## src/hdl/blg_pkg.sv

```systemverilog
package blg_pkg;

    localparam int DEF_GAIN_FRAC_BITS = 12;
    localparam int DEF_AVG_FRAC_BITS  = 8;

    localparam int ADC_W        = 12;
    localparam int GAIN_W       = 16;
    localparam int SMOOTH_W     = 9;
    localparam int MIN_W        = 12;
    localparam int MAX_W        = 13;
    localparam int HYST_W       = 7;
    localparam int USB_W        = 15;
    localparam int MV_W         = 16;
    localparam int PCT_W        = 7;
    localparam int BARS_W       = 2;
    localparam int SLOPE_W      = 6;
    localparam int CFG_IDX_W    = 3;
    localparam int CFG_DATA_W   = 16;
    localparam int PROD_SCALE_W = ADC_W + GAIN_W;
    localparam int DIV_CNT_W    = $clog2(PCT_W);

    localparam int ALPHA_ONE   = 256;
    localparam int ALPHA_SHIFT = 8;

    localparam logic [GAIN_W-1:0]   RST_BATTERY_GAIN = GAIN_W'(8192);
    localparam logic [GAIN_W-1:0]   RST_VBUS_GAIN    = GAIN_W'(8192);
    localparam logic [SMOOTH_W-1:0] RST_SMOOTHING    = SMOOTH_W'(26);
    localparam logic [MIN_W-1:0]    RST_MIN_MV       = MIN_W'(3000);
    localparam logic [MAX_W-1:0]    RST_MAX_MV       = MAX_W'(4200);
    localparam logic [HYST_W-1:0]   RST_HYST         = HYST_W'(2);
    localparam logic [USB_W-1:0]    RST_USB_MV       = USB_W'(4000);

    // Knees of the discharge curve
    localparam int KNEE_FULL_MV     = 4000;
    localparam int KNEE_MID_MV      = 3700;
    localparam int KNEE_LOW_MV      = 3500;
    localparam int SEG_MID_SPAN_MV  = 300;
    localparam int SEG_LOW_SPAN_MV  = 200;
    localparam int PCT_KNEE_FULL    = 80;
    localparam int PCT_KNEE_MID     = 30;
    localparam int PCT_KNEE_LOW     = 10;
    localparam int PCT_MAX          = 100;
    localparam int SLOPE_TOP        = 20;
    localparam int SLOPE_MID        = 50;
    localparam int SLOPE_LOW        = 20;
    localparam int SLOPE_BOTTOM     = 10;
    localparam int BARS_THREE_PCT   = 67;
    localparam int BARS_TWO_PCT     = 34;

    typedef enum logic [CFG_IDX_W-1:0] {
        CFG_BATTERY_GAIN  = 3'd0,
        CFG_VBUS_GAIN     = 3'd1,
        CFG_SMOOTHING     = 3'd2,
        CFG_MIN_MV        = 3'd3,
        CFG_MAX_MV        = 3'd4,
        CFG_PERCENT_HYST  = 3'd5,
        CFG_USB_THRESHOLD = 3'd6
    } t_cfg_reg;

    typedef enum logic [3:0] {
        OP_IDLE,
        OP_LOAD,
        OP_MUL_BAT_GAIN,
        OP_MUL_VBUS_GAIN,
        OP_SAT_VBUS,
        OP_FIRST,
        OP_MUL_BAT_OLD,
        OP_MUL_BAT_NEW,
        OP_MUL_VBUS_OLD,
        OP_MUL_VBUS_NEW,
        OP_BLEND_VBUS,
        OP_CURVE,
        OP_DIV_STEP,
        OP_COMMIT
    } t_dp_op;

    typedef enum logic [3:0] {
        ST_IDLE,
        ST_MUL_BG,
        ST_MUL_VG,
        ST_SAT_V,
        ST_FIRST,
        ST_MUL_BO,
        ST_MUL_BN,
        ST_MUL_VO,
        ST_MUL_VN,
        ST_BLEND_V,
        ST_CURVE,
        ST_DIV,
        ST_DONE
    } t_state;

    typedef struct packed {
        t_dp_op op;
        logic   in_take;
    } t_dp_cmd;

    typedef struct packed {
        logic first;
    } t_dp_status;

endpackage

```

## src/hdl/blg_ctrl.sv

```systemverilog
module blg_ctrl
    import blg_pkg::*;
(
    input  logic       i_clk,
    input  logic       i_rst_n,
    input  logic       i_in_valid,
    output logic       o_in_ready,
    output logic       o_out_valid,
    input  logic       i_out_ready,
    input  t_dp_status i_status,
    output t_dp_cmd    o_cmd
);

    localparam logic [DIV_CNT_W-1:0] DIV_LAST = DIV_CNT_W'(PCT_W - 1);

    t_state                 r_state, n_state;
    logic [DIV_CNT_W-1:0]   r_div_cnt, n_div_cnt;
    logic                   r_out_valid, n_out_valid;
    logic                   out_free;

    assign out_free    = !r_out_valid || i_out_ready;
    assign o_out_valid = r_out_valid;

    always_ff @(posedge i_clk) begin
        if (!i_rst_n) begin
            r_state     <= ST_IDLE;
            r_div_cnt   <= '0;
            r_out_valid <= 1'b0;
        end else begin
            r_state     <= n_state;
            r_div_cnt   <= n_div_cnt;
            r_out_valid <= n_out_valid;
        end
    end

    always_comb begin
        n_state        = r_state;
        n_div_cnt      = r_div_cnt;
        n_out_valid    = r_out_valid && !i_out_ready;
        o_in_ready     = 1'b0;
        o_cmd.op       = OP_IDLE;
        o_cmd.in_take  = 1'b0;
        unique case (r_state)
            ST_IDLE: begin
                o_in_ready = 1'b1;
                if (i_in_valid) begin
                    o_cmd.op      = OP_LOAD;
                    o_cmd.in_take = 1'b1;
                    n_state       = ST_MUL_BG;
                end
            end
            ST_MUL_BG: begin
                o_cmd.op = OP_MUL_BAT_GAIN;
                n_state  = ST_MUL_VG;
            end
            ST_MUL_VG: begin
                o_cmd.op = OP_MUL_VBUS_GAIN;
                n_state  = ST_SAT_V;
            end
            ST_SAT_V: begin
                o_cmd.op = OP_SAT_VBUS;
                n_state  = i_status.first ? ST_FIRST : ST_MUL_BO;
            end
            ST_FIRST: begin
                o_cmd.op = OP_FIRST;
                n_state  = ST_CURVE;
            end
            ST_MUL_BO: begin
                o_cmd.op = OP_MUL_BAT_OLD;
                n_state  = ST_MUL_BN;
            end
            ST_MUL_BN: begin
                o_cmd.op = OP_MUL_BAT_NEW;
                n_state  = ST_MUL_VO;
            end
            ST_MUL_VO: begin
                o_cmd.op = OP_MUL_VBUS_OLD;
                n_state  = ST_MUL_VN;
            end
            ST_MUL_VN: begin
                o_cmd.op = OP_MUL_VBUS_NEW;
                n_state  = ST_BLEND_V;
            end
            ST_BLEND_V: begin
                o_cmd.op = OP_BLEND_VBUS;
                n_state  = ST_CURVE;
            end
            ST_CURVE: begin
                o_cmd.op  = OP_CURVE;
                n_div_cnt = '0;
                n_state   = ST_DIV;
            end
            ST_DIV: begin
                o_cmd.op = OP_DIV_STEP;
                if (r_div_cnt == DIV_LAST) begin
                    n_state = ST_DONE;
                end else begin
                    n_div_cnt = r_div_cnt + 1'b1;
                end
            end
            ST_DONE: begin
                // hold the finished item until the output register is free
                if (out_free) begin
                    o_cmd.op    = OP_COMMIT;
                    n_out_valid = 1'b1;
                    n_state     = ST_IDLE;
                end
            end
            default: begin
                n_state = ST_IDLE;
            end
        endcase
    end

endmodule

```

## src/hdl/blg_dp.sv

```systemverilog
module blg_dp
    import blg_pkg::*;
#(
    parameter int GAIN_FRAC_BITS = DEF_GAIN_FRAC_BITS,
    parameter int AVG_FRAC_BITS  = DEF_AVG_FRAC_BITS
)
(
    input  logic                  i_clk,
    input  logic                  i_rst_n,
    input  logic                  i_cfg_wr_en,
    input  logic [CFG_IDX_W-1:0]  i_cfg_addr,
    input  logic [CFG_DATA_W-1:0] i_cfg_wdata,
    input  logic [ADC_W-1:0]      i_battery_mv,
    input  logic [ADC_W-1:0]      i_vbus_mv,
    input  logic                  i_switch_closed,
    input  t_dp_cmd               i_cmd,
    output t_dp_status            o_status,
    output logic [MV_W-1:0]       o_voltage_mv,
    output logic [PCT_W-1:0]      o_percent,
    output logic                  o_usb_present,
    output logic                  o_charging,
    output logic                  o_disconnected,
    output logic [BARS_W-1:0]     o_bars
);

    localparam int AVG_W  = MV_W + AVG_FRAC_BITS;
    localparam int PROD_W = AVG_W + GAIN_W;
    localparam int SH_L   = (AVG_FRAC_BITS > GAIN_FRAC_BITS) ?
                            (AVG_FRAC_BITS - GAIN_FRAC_BITS) : 0;
    localparam int SH_R   = (GAIN_FRAC_BITS > AVG_FRAC_BITS) ?
                            (GAIN_FRAC_BITS - AVG_FRAC_BITS) : 0;
    localparam int WIDE_W = PROD_SCALE_W + SH_L;
    localparam int NUM_W  = AVG_W + SLOPE_W;
    localparam int DIV_W  = AVG_W + PCT_W - 1;

    localparam logic [AVG_W-1:0] V_KNEE_FULL = AVG_W'(KNEE_FULL_MV) << AVG_FRAC_BITS;
    localparam logic [AVG_W-1:0] V_KNEE_MID  = AVG_W'(KNEE_MID_MV) << AVG_FRAC_BITS;
    localparam logic [AVG_W-1:0] V_KNEE_LOW  = AVG_W'(KNEE_LOW_MV) << AVG_FRAC_BITS;
    localparam logic [AVG_W-1:0] V_SPAN_MID  = AVG_W'(SEG_MID_SPAN_MV) << AVG_FRAC_BITS;
    localparam logic [AVG_W-1:0] V_SPAN_LOW  = AVG_W'(SEG_LOW_SPAN_MV) << AVG_FRAC_BITS;
    localparam logic [SMOOTH_W-1:0] ALPHA_FULL = SMOOTH_W'(ALPHA_ONE);
    localparam logic [PCT_W-1:0]    PCT_TOP    = PCT_W'(PCT_MAX);

    // Scale a reading product to the average format and clip at its top.
    function automatic logic [AVG_W-1:0] sat_scale(input logic [PROD_SCALE_W-1:0] p);
        logic [WIDE_W-1:0] w;
        w = (WIDE_W'(p) << SH_L) >> SH_R;
        if ((w >> AVG_W) != '0) begin
            return {AVG_W{1'b1}};
        end
        return w[AVG_W-1:0];
    endfunction

    // Configuration registers
    logic [GAIN_W-1:0]   r_battery_gain;
    logic [GAIN_W-1:0]   r_vbus_gain;
    logic [SMOOTH_W-1:0] r_smoothing;
    logic [MIN_W-1:0]    r_min_mv;
    logic [MAX_W-1:0]    r_max_mv;
    logic [HYST_W-1:0]   r_hyst;
    logic [USB_W-1:0]    r_usb_mv;

    // Running state
    logic              r_seen;
    logic [PCT_W-1:0]  r_shown;
    logic [AVG_W-1:0]  r_bat_avg;
    logic [AVG_W-1:0]  r_vbus_avg;

    // Working registers
    logic [ADC_W-1:0]  r_bat_in;
    logic [ADC_W-1:0]  r_vbus_in;
    logic              r_sw;
    logic              r_first;
    logic [AVG_W-1:0]  r_bx;
    logic [AVG_W-1:0]  r_vx;
    logic [PROD_W-1:0] r_prod;
    logic [PROD_W-1:0] r_acc;
    logic [DIV_W-1:0]  r_rem;
    logic [DIV_W-1:0]  r_den;
    logic [PCT_W-1:0]  r_quo;
    logic [PCT_W-1:0]  r_base;
    logic              r_is_zero;
    logic              r_is_full;

    // Output registers
    logic [MV_W-1:0]   r_voltage_mv;
    logic [PCT_W-1:0]  r_percent;
    logic              r_usb_present;
    logic              r_charging;
    logic              r_disconnected;
    logic [BARS_W-1:0] r_bars;

    logic [SMOOTH_W-1:0] alpha;
    logic [SMOOTH_W-1:0] alpha_inv;
    logic [AVG_W-1:0]    mul_a;
    logic [GAIN_W-1:0]   mul_b;
    logic [PROD_W-1:0]   mul_p;
    logic [PROD_W:0]     blend_sum;
    logic [AVG_W-1:0]    blend_res;
    logic [AVG_W-1:0]    v_lo;
    logic [AVG_W-1:0]    v_hi;
    logic [AVG_W-1:0]    v_usb;
    logic [AVG_W-1:0]    c_diff;
    logic [AVG_W-1:0]    c_den;
    logic [SLOPE_W-1:0]  c_slope;
    logic [PCT_W-1:0]    c_base;
    logic [NUM_W-1:0]    c_num;
    logic                div_take;
    logic [PCT_W:0]      pct_sum;
    logic [PCT_W-1:0]    pct;
    logic [PCT_W-1:0]    pct_diff;
    logic [PCT_W-1:0]    new_shown;
    logic [BARS_W-1:0]   new_bars;
    logic                usb;

    assign o_status.first = r_first;

    assign alpha     = (r_smoothing > ALPHA_FULL) ? ALPHA_FULL : r_smoothing;
    assign alpha_inv = ALPHA_FULL - alpha;

    always_comb begin
        unique case (i_cmd.op)
            OP_MUL_BAT_GAIN: begin
                mul_a = AVG_W'(r_bat_in);
                mul_b = r_battery_gain;
            end
            OP_MUL_VBUS_GAIN: begin
                mul_a = AVG_W'(r_vbus_in);
                mul_b = r_vbus_gain;
            end
            OP_MUL_BAT_OLD: begin
                mul_a = r_bat_avg;
                mul_b = GAIN_W'(alpha_inv);
            end
            OP_MUL_BAT_NEW: begin
                mul_a = r_bx;
                mul_b = GAIN_W'(alpha);
            end
            OP_MUL_VBUS_OLD: begin
                mul_a = r_vbus_avg;
                mul_b = GAIN_W'(alpha_inv);
            end
            OP_MUL_VBUS_NEW: begin
                mul_a = r_vx;
                mul_b = GAIN_W'(alpha);
            end
            default: begin
                mul_a = '0;
                mul_b = '0;
            end
        endcase
    end

    assign mul_p     = {{GAIN_W{1'b0}}, mul_a} * {{AVG_W{1'b0}}, mul_b};
    assign blend_sum = {1'b0, r_acc} + {1'b0, r_prod};
    assign blend_res = blend_sum[AVG_W+ALPHA_SHIFT-1:ALPHA_SHIFT];

    assign v_lo  = AVG_W'(r_min_mv) << AVG_FRAC_BITS;
    assign v_hi  = AVG_W'(r_max_mv) << AVG_FRAC_BITS;
    assign v_usb = AVG_W'(r_usb_mv) << AVG_FRAC_BITS;

    // Pick the curve segment for the smoothed battery voltage
    always_comb begin
        priority if (r_bat_avg >= V_KNEE_FULL) begin
            c_base  = PCT_W'(PCT_KNEE_FULL);
            c_slope = SLOPE_W'(SLOPE_TOP);
            c_diff  = r_bat_avg - V_KNEE_FULL;
            c_den   = v_hi - V_KNEE_FULL;
        end else if (r_bat_avg >= V_KNEE_MID) begin
            c_base  = PCT_W'(PCT_KNEE_MID);
            c_slope = SLOPE_W'(SLOPE_MID);
            c_diff  = r_bat_avg - V_KNEE_MID;
            c_den   = V_SPAN_MID;
        end else if (r_bat_avg >= V_KNEE_LOW) begin
            c_base  = PCT_W'(PCT_KNEE_LOW);
            c_slope = SLOPE_W'(SLOPE_LOW);
            c_diff  = r_bat_avg - V_KNEE_LOW;
            c_den   = V_SPAN_LOW;
        end else begin
            c_base  = '0;
            c_slope = SLOPE_W'(SLOPE_BOTTOM);
            c_diff  = r_bat_avg - v_lo;
            c_den   = V_KNEE_LOW - v_lo;
        end
    end

    assign c_num    = {{SLOPE_W{1'b0}}, c_diff} * {{AVG_W{1'b0}}, c_slope};
    assign div_take = (r_rem >= r_den);

    assign pct_sum = {1'b0, r_base} + {1'b0, r_quo};
    always_comb begin
        priority if (r_is_zero) begin
            pct = '0;
        end else if (r_is_full) begin
            pct = PCT_TOP;
        end else if (pct_sum > {1'b0, PCT_TOP}) begin
            pct = PCT_TOP;
        end else begin
            pct = pct_sum[PCT_W-1:0];
        end
    end

    assign pct_diff  = (pct > r_shown) ? (pct - r_shown) : (r_shown - pct);
    assign new_shown = (r_first || (pct_diff >= r_hyst)) ? pct : r_shown;

    always_comb begin
        priority if (new_shown == '0) begin
            new_bars = BARS_W'(0);
        end else if (new_shown >= PCT_W'(BARS_THREE_PCT)) begin
            new_bars = BARS_W'(3);
        end else if (new_shown >= PCT_W'(BARS_TWO_PCT)) begin
            new_bars = BARS_W'(2);
        end else begin
            new_bars = BARS_W'(1);
        end
    end

    assign usb = (r_vbus_avg > v_usb);

    always_ff @(posedge i_clk) begin
        if (!i_rst_n) begin
            r_battery_gain <= RST_BATTERY_GAIN;
            r_vbus_gain    <= RST_VBUS_GAIN;
            r_smoothing    <= RST_SMOOTHING;
            r_min_mv       <= RST_MIN_MV;
            r_max_mv       <= RST_MAX_MV;
            r_hyst         <= RST_HYST;
            r_usb_mv       <= RST_USB_MV;
        end else if (i_cfg_wr_en) begin
            unique case (t_cfg_reg'(i_cfg_addr))
                CFG_BATTERY_GAIN:  r_battery_gain <= i_cfg_wdata[GAIN_W-1:0];
                CFG_VBUS_GAIN:     r_vbus_gain    <= i_cfg_wdata[GAIN_W-1:0];
                CFG_SMOOTHING:     r_smoothing    <= i_cfg_wdata[SMOOTH_W-1:0];
                CFG_MIN_MV:        r_min_mv       <= i_cfg_wdata[MIN_W-1:0];
                CFG_MAX_MV:        r_max_mv       <= i_cfg_wdata[MAX_W-1:0];
                CFG_PERCENT_HYST:  r_hyst         <= i_cfg_wdata[HYST_W-1:0];
                CFG_USB_THRESHOLD: r_usb_mv       <= i_cfg_wdata[USB_W-1:0];
                default: ;
            endcase
        end
    end

    always_ff @(posedge i_clk) begin
        if (!i_rst_n) begin
            r_seen     <= 1'b0;
            r_shown    <= '0;
            r_bat_avg  <= '0;
            r_vbus_avg <= '0;
        end else begin
            unique case (i_cmd.op)
                OP_FIRST: begin
                    r_seen     <= 1'b1;
                    r_bat_avg  <= r_bx;
                    r_vbus_avg <= r_vx;
                end
                OP_MUL_VBUS_OLD: r_bat_avg  <= blend_res;
                OP_BLEND_VBUS:   r_vbus_avg <= blend_res;
                OP_COMMIT:       r_shown    <= new_shown;
                default: ;
            endcase
        end
    end

    always_ff @(posedge i_clk) begin
        r_prod <= mul_p;
        if (i_cmd.in_take) begin
            r_bat_in  <= i_battery_mv;
            r_vbus_in <= i_vbus_mv;
            r_sw      <= i_switch_closed;
            r_first   <= !r_seen;
        end
        unique case (i_cmd.op)
            OP_MUL_VBUS_GAIN: r_bx  <= sat_scale(r_prod[PROD_SCALE_W-1:0]);
            OP_SAT_VBUS:      r_vx  <= sat_scale(r_prod[PROD_SCALE_W-1:0]);
            OP_MUL_BAT_NEW:   r_acc <= r_prod;
            OP_MUL_VBUS_NEW:  r_acc <= r_prod;
            OP_CURVE: begin
                r_rem     <= DIV_W'(c_num);
                r_den     <= DIV_W'(c_den) << (PCT_W - 1);
                r_quo     <= '0;
                r_base    <= c_base;
                r_is_zero <= (r_bat_avg <= v_lo);
                r_is_full <= (r_bat_avg >= v_hi);
            end
            OP_DIV_STEP: begin
                if (div_take) begin
                    r_rem <= r_rem - r_den;
                end
                r_quo <= {r_quo[PCT_W-2:0], div_take};
                r_den <= r_den >> 1;
            end
            OP_COMMIT: begin
                r_voltage_mv   <= r_bat_avg[AVG_W-1:AVG_FRAC_BITS];
                r_percent      <= new_shown;
                r_usb_present  <= usb;
                r_charging     <= usb && (r_bat_avg < v_hi);
                r_disconnected <= !r_sw;
                r_bars         <= new_bars;
            end
            default: ;
        endcase
    end

    assign o_voltage_mv   = r_voltage_mv;
    assign o_percent      = r_percent;
    assign o_usb_present  = r_usb_present;
    assign o_charging     = r_charging;
    assign o_disconnected = r_disconnected;
    assign o_bars         = r_bars;

endmodule

```

## src/hdl/battery_level_gauge.sv

```systemverilog
// Battery level gauge: takes one input sample at a time and accepts no new one until
// the result of the last is in the output register. Each sample makes six passes
// through the shared scale/blend multiplier (only the gain scalings for the first
// sample after reset) plus a seven-step restoring divide for the percent curve.
// Reset (i_rst_n, synchronous, active low) loads default register values, clears the
// averages and shown percent, and the first sample then loads the averages directly.
module battery_level_gauge
    import blg_pkg::*;
#(
    parameter int GAIN_FRAC_BITS = DEF_GAIN_FRAC_BITS,
    parameter int AVG_FRAC_BITS  = DEF_AVG_FRAC_BITS
)
(
    input  logic                  i_clk,
    input  logic                  i_rst_n,
    input  logic                  i_cfg_wr_en,
    input  logic [CFG_IDX_W-1:0]  i_cfg_addr,
    input  logic [CFG_DATA_W-1:0] i_cfg_wdata,
    input  logic                  i_in_valid,
    output logic                  o_in_ready,
    input  logic [ADC_W-1:0]      i_battery_mv,
    input  logic [ADC_W-1:0]      i_vbus_mv,
    input  logic                  i_switch_closed,
    output logic                  o_out_valid,
    input  logic                  i_out_ready,
    output logic [MV_W-1:0]       o_voltage_mv,
    output logic [PCT_W-1:0]      o_percent,
    output logic                  o_usb_present,
    output logic                  o_charging,
    output logic                  o_disconnected,
    output logic [BARS_W-1:0]     o_bars
);

    t_dp_cmd    cmd;
    t_dp_status status;

    blg_ctrl u_ctrl (
        .i_clk       (i_clk),
        .i_rst_n     (i_rst_n),
        .i_in_valid  (i_in_valid),
        .o_in_ready  (o_in_ready),
        .o_out_valid (o_out_valid),
        .i_out_ready (i_out_ready),
        .i_status    (status),
        .o_cmd       (cmd)
    );

    blg_dp #(
        .GAIN_FRAC_BITS (GAIN_FRAC_BITS),
        .AVG_FRAC_BITS  (AVG_FRAC_BITS)
    ) u_dp (
        .i_clk           (i_clk),
        .i_rst_n         (i_rst_n),
        .i_cfg_wr_en     (i_cfg_wr_en),
        .i_cfg_addr      (i_cfg_addr),
        .i_cfg_wdata     (i_cfg_wdata),
        .i_battery_mv    (i_battery_mv),
        .i_vbus_mv       (i_vbus_mv),
        .i_switch_closed (i_switch_closed),
        .i_cmd           (cmd),
        .o_status        (status),
        .o_voltage_mv    (o_voltage_mv),
        .o_percent       (o_percent),
        .o_usb_present   (o_usb_present),
        .o_charging      (o_charging),
        .o_disconnected  (o_disconnected),
        .o_bars          (o_bars)
    );

endmodule

```

## config.mk

```make
export PLATFORM = sky130hd
export DESIGN_NAME = battery_level_gauge
export DESIGN_NICKNAME = d
export VERILOG_FILES = /design/src/hdl/blg_pkg.sv /design/src/hdl/blg_ctrl.sv /design/src/hdl/blg_dp.sv /design/src/hdl/battery_level_gauge.sv
export SDC_FILE = /design/constraint.sdc
export NUM_CORES = 2
export LEC_CHECK = 0
export ABC_AREA = 1
export BUFFER_PORTS_ARGS = -buffer_cell sky130_fd_sc_hd__buf_4
export CORE_ASPECT_RATIO = 2
export CORE_MARGIN = 3
export CORE_UTILIZATION = 40
export CTS_CLUSTER_SIZE = 16
export DETAILED_ROUTE_END_ITERATION = 10
export MAX_ROUTING_LAYER = met4
export PLACE_DENSITY = 0.63
export SLEW_MARGIN = 20
export SYNTH_ARGS = -nofsm -noshare
export SYNTH_HDL_FRONTEND = slang
export SYNTH_HIERARCHICAL = 1
export SYNTH_SLANG_ARGS = --single-unit
```

## constraint.sdc

```tcl
create_clock -name i_clk -period 11.8 [get_ports i_clk]
set_input_delay 1.77 -clock i_clk [delete_from_list [all_inputs] [get_ports i_clk]]
set_output_delay 1.77 -clock i_clk [all_outputs]
set_load 0.005 [all_outputs]
```

After elaboration in Yosys (flattened, before gate mapping):

Cells that the tools add are included.

* register bits: 394
* input port bits: 49
* output and inout port bits: 30

* add/subtract/negate cells: 13
* multipliers: 2
* order comparisons: 14
* eq/ne operators: 36
* mux-type cells: 45
* reduce and logical (&&, ||, !) cells: 29

Operators by type and width (count)
* $mux 24: 8
* $pmux 24 s6: 1
* $pmux 30 s2: 2
* $pmux 24 s2: 2
* $ge 24x20->1 const B: 3
* $sub 24x20->24 const B: 3
* $pmux 16 s4: 1
* $pmux 4 s13: 1
* $pmux 4 s12: 1
* $eq 4x4->1 const B: 11
* $mux 7: 6
* $add 32x32->32: 1
* $eq 4x3->1 const B: 8
* $mul 24x16->32: 1
* $ge 30x30->1: 1
* $mul 24x6->30: 1
* $mux 30: 1
* $sub 30x30->30: 1
* $ge 24x21->1: 1
* $gt 24x23->1: 1
* $le 24x20->1: 1
* $lt 24x21->1: 1
* $sub 24x20->24: 1
* $sub 21x20->22 const B: 1
* other kinds (37): 80

Depth between registers and ports, before layout:

* depth after elaboration: 13
* gate-level depth with buffers: 40
* gate-level depth less buffers: 39

By module:

The synthesis kept the hierarchy.

Modules (own cells, without submodules)
* blg_dp: instances 1, cells an instance 4464, area each 35944.5 µm², sequential area each 9739.3 µm²
* blg_ctrl: instances 1, cells an instance 94, area each 561.8 µm², sequential area each 160.2 µm²

Least setup slack after synthesis:

No wires, ideal clock.

* path kind: input -> register
* from: input i_out_ready
* to: register u_dp.r_prod[30]
* setup time: 0.127 ns
* data arrival time: 8.765 ns
* slack: 2.908 ns
* cell stages on the path: 33
* buffers on the path: 1
* path through: nor2_1 > inv_1 > nand2_1 > nand2_1 > or2_1 > nor2_2 > inv_2 > nor2_2 > nor2_2 > inv_2 > a221oi_4 > inv_2 > clkbuf_1 > nand2_1 > fa_1 > fa_1 > fa_1 > inv_1 > fa_1 > fa_1 > inv_1 > fa_1 > inv_1 > ha_1 > a21oi_1 > o21ai_0 > a21oi_1 > nand3_1 > nand2_1 > nand2_1 > a21boi_0 > o21ai_0 > xor2_1

RTL lines
* start, declared: line battery_level_gauge.sv:25 `input logic i_out_ready,`
* end signal, assigned: line blg_dp.sv:265 `r_prod <= mul_p;`
* end, declared: line blg_dp.sv:76 `logic [PROD_W-1:0] r_prod;`

==> impl_summary.md <==
Floorplanning
The number of placed I/O pins is 79. The initial utilization of the core area, before any placement, comes to 40.4%. The core outline area is 90,400 um2.

The die is 220 um wide. The floorplan die area is 95,100 um2. In this run the core area contains 156 standard-cell rows. The die height is 433 um.

Synthesis
The most common cell in the synthesized netlist is inv_1. Ranked by total cell area, the synthesized netlist is headed by fa_1 19%, edfxtp_1 17%, dfxtp_1 10%. The share of synthesized area occupied by flip-flops and latches is 27.1%. The synthesized area is 36,500 um2. The commonest cells after synthesis are 875 x inv_1, 858 x nand2_1, 495 x nor2_1. Of all flip-flops after synthesis, the portion carrying an async set or reset was 0%.

For this run, the leading register cell type out of synthesis is edfxtp_1. In this run, distinct cell masters in the synthesized netlist total 69. The leading area contributor after synthesis is fa_1. The number of cells produced by synthesis is 4,558. A synthesized cell averages 8.01 um2. The top cell type by area accounts for 19.3% of the synthesized area.

The number of warning messages in the yosys log is 6. The synthesized design contains 207 enable-type register cells. The synthesized flop and latch total is 391.

GRT
The first global-routing pass estimated 211,000 um of wire. The number of antenna violations at the first check in global routing is 3. The largest net degree at the start of global routing is 83. The number of global-route vias before repair is 33,300.

The final global-route overflow total is 0. The total global routing track utilization is 31.7%.

Clocking
TritonCTS built the clock tree. The clock network latency to the later pin of the worst-skew pair is 620 ps. After clock tree synthesis, the clock-pin slew on the worst setup and hold paths is 60 ps.

Counting along the longest clock path gives a buffer depth of 3. The number of hold buffers added after CTS is 0. The number of buffers created by CTS is 42. In this run the number of H-tree levels came out at 2.

The number of instances resized during post-cts repair is 0. The tree is rooted in a clkbuf_16. The tree built by TritonCTS fans out to 391 sinks. The total setup buffers inserted after CTS is 0.

Drt
The count of TritonRoute iterations in the first routing pass is 5. In the final routed layout, each cell accounts on average for 24.7 um. The detailed-route DRC error count is 0.

The wire length after detailed routing is 145,000 um. Summing over every cut layer, the via total after detailed routing is 31,700. The post-detailed-route count of antenna-violating nets is 0. After the first detailed-routing iteration, the DRC count stood at 1,988. After detailed routing, the number of vias per cell comes to 5.38.

STA
The final critical path time including I/O delays and setup is 9930 ps. The number of hold violations in the final report is 0. For the pin with the worst max-slew slack, the measured transition is 1180 ps. The worst pin sits at a relative slew slack of 21.6%. Based on the critical path, the design can be clocked at up to 0.101 GHz.

Setup repair after global routing left no endpoint under its margin. The final setup skew is 26.6 ps. Setup violations remaining at the end of the flow were counted as 0. The final clock period utilization by the worst path is 84.2%. The setup TNS after final layout is 0 ps. The final max-slew violation count is 0.

Layout
The footprint of the multi-input gates is 23,000 um2. In the final design database the tool counted 5,341 nets. In the final layout, flip-flops and latches occupy 9900 um2.

The layout has 9,110 filler cells. Relative to the synthesized area, the layout overhead comes to 10.0%. The post-route netlist has 6.36% of its cells at a drive strength greater than 1.

Run
The max-cap violation count is 0.

Critical path
The highest cell delay on the worst timing path is 640 ps. The cell with the biggest individual delay on the critical path is inv_2. STA classifies the critical path endpoint as a register.

The startpoint type of the worst setup path is an input port. Data on the critical path is required at its endpoint by 12,290 ps. The peak fanout along the critical path is 34.

In this design, the critical path's most frequently occurring cell is fa_1. The endpoint arrival time on the critical path is 10,420 ps. The type of the worst setup path is input port to register.

Status
The flow ran to the end, and the final reports show no timing, DRC or antenna violations.

Worst hold path
The min-delay analysis places its worst path in the category register to register.

Placed design
The total half-perimeter wirelength after legalization and detailed placement is 121,000 um. Buffers placed on the I/O ports in this run total 78. The congestion estimate from routability-driven global placement came to 1.05.
## cell usage in the layout, fill, tap and decap left out, types with 36 or more instances in the layout
| cell type | Yosys | layout |
|---|---|---|
| nand3_1 | 171 | 171 |
| conb_1 | 2 | 49 |
| nor2_1 | 495 | 489 |
| ha_1 | 271 | 271 |
| fa_1 | 352 | 352 |
| xor2_1 | 68 | 68 |
| nor3_1 | 36 | 36 |
| dfxtp_1 | 184 | 184 |
| clkbuf_16 | 0 | 45 |
| nand4_1 | 55 | 55 |
| inv_1 | 875 | 874 |
| a31oi_1 | 39 | 39 |
| o21ai_0 | 249 | 249 |
| nand2_1 | 858 | 858 |
| a21oi_1 | 263 | 263 |
| edfxtp_1 | 207 | 207 |
| buf_4 | 2 | 123 |
## path summary, 6_finish.rpt
check,startpoint,end,slack [ps],cells after the start
setup / recovery,i_out_ready,u_dp/r_prod[28],1870,33
hold / removal,u_dp/r_prod[0],u_dp/r_acc[0],430,0
setup reg to reg,u_ctrl/r_state[2],u_dp/r_prod[28],2550,34
hold reg to reg,u_dp/r_prod[0],u_dp/r_acc[0],430,0
## kinds of logic (layout without fill, tap and decap cells)
family	after synthesis	after routing	synth area share (%)
flip-flops	391	391	27.1
XOR/XNOR	91	91	2.18
buffers and inverters	1010	1108	10.5
multiplexers	3	3	0.0891
AO/OA/AOI/OAI	738	738	11.7
AND/OR/NAND/NOR	1700	1700	19.8
other	2	50	0.0206
adder cells (fa/ha/maj)	623	623	28.6
## state kept, by name (all words and copies together), names as in the netlist, 9 cells and up
| name | cells |
|---|---|
| u_dp/r_vbus_in | 12 |
| u_dp/r_usb_mv | 15 |
| u_dp/o_voltage_mv | 16 |
| u_dp/r_max_mv | 13 |
| u_dp/r_min_mv | 12 |
| u_dp/r_battery_gain | 16 |
| u_dp/r_vx | 24 |
| u_dp/r_vbus_gain | 16 |
| u_dp/r_bat_avg | 24 |
| u_dp/r_acc | 32 |
| u_dp/r_prod | 32 |
| u_dp/r_rem | 30 |
| u_dp/r_bat_in | 12 |
| u_dp/r_bx | 24 |
| u_dp/r_smoothing | 9 |
| u_dp/r_den | 30 |
| u_dp/r_vbus_avg | 24 |
## final cells by class
class | instances | area share, %
Multi-Input combinational cell | 3204 | 57.3
Timing Repair Buffer | 123 | 2.30
Antenna cell | 1 | 0.00623
Tap cell | 1185 | 3.69
Sequential cell | 391 | 24.6
Clock buffer | 52 | 2.94
Inverter | 907 | 8.49
Clock inverter | 26 | 0.673
## stage by stage
step	std cells	area [um2]	setup slack (ps)	util, %	hold WS [ps]
after floorplan	4605	36700	2910	-	409
after global placement	5810	38700	1160	42.8	420
after detailed placement	5810	38700	1240	42.8	423
after CTS	5888	40200	1840	44.4	438
after global routing	5889	40200	1330	44.4	450
final	5889	40200	1870	44.4	433
## routing by layer
metal  GRT usage, %  wire length, um  up-vias
met5              -                0        -
met4           32.3            19400        0
met3           4.27             5750      607
met2           58.5            78700     1068
met1           25.6            41500    15300
li1               -                -    14800
## worst max-delay path: cells and delay by family
| kind | cells | cell delay (ps) |
|---|---|---|
| compound gates | 6 | 1400 |
| xor+xnor | 1 | 160 |
| fa+ha+maj | 7 | 3440 |
| buf+inv | 8 | 1500 |
| simple gates | 11 | 2120 |
Power is not shown: default switching activity piles up to over one toggle a cycle in this logic, so the estimate is an artifact.
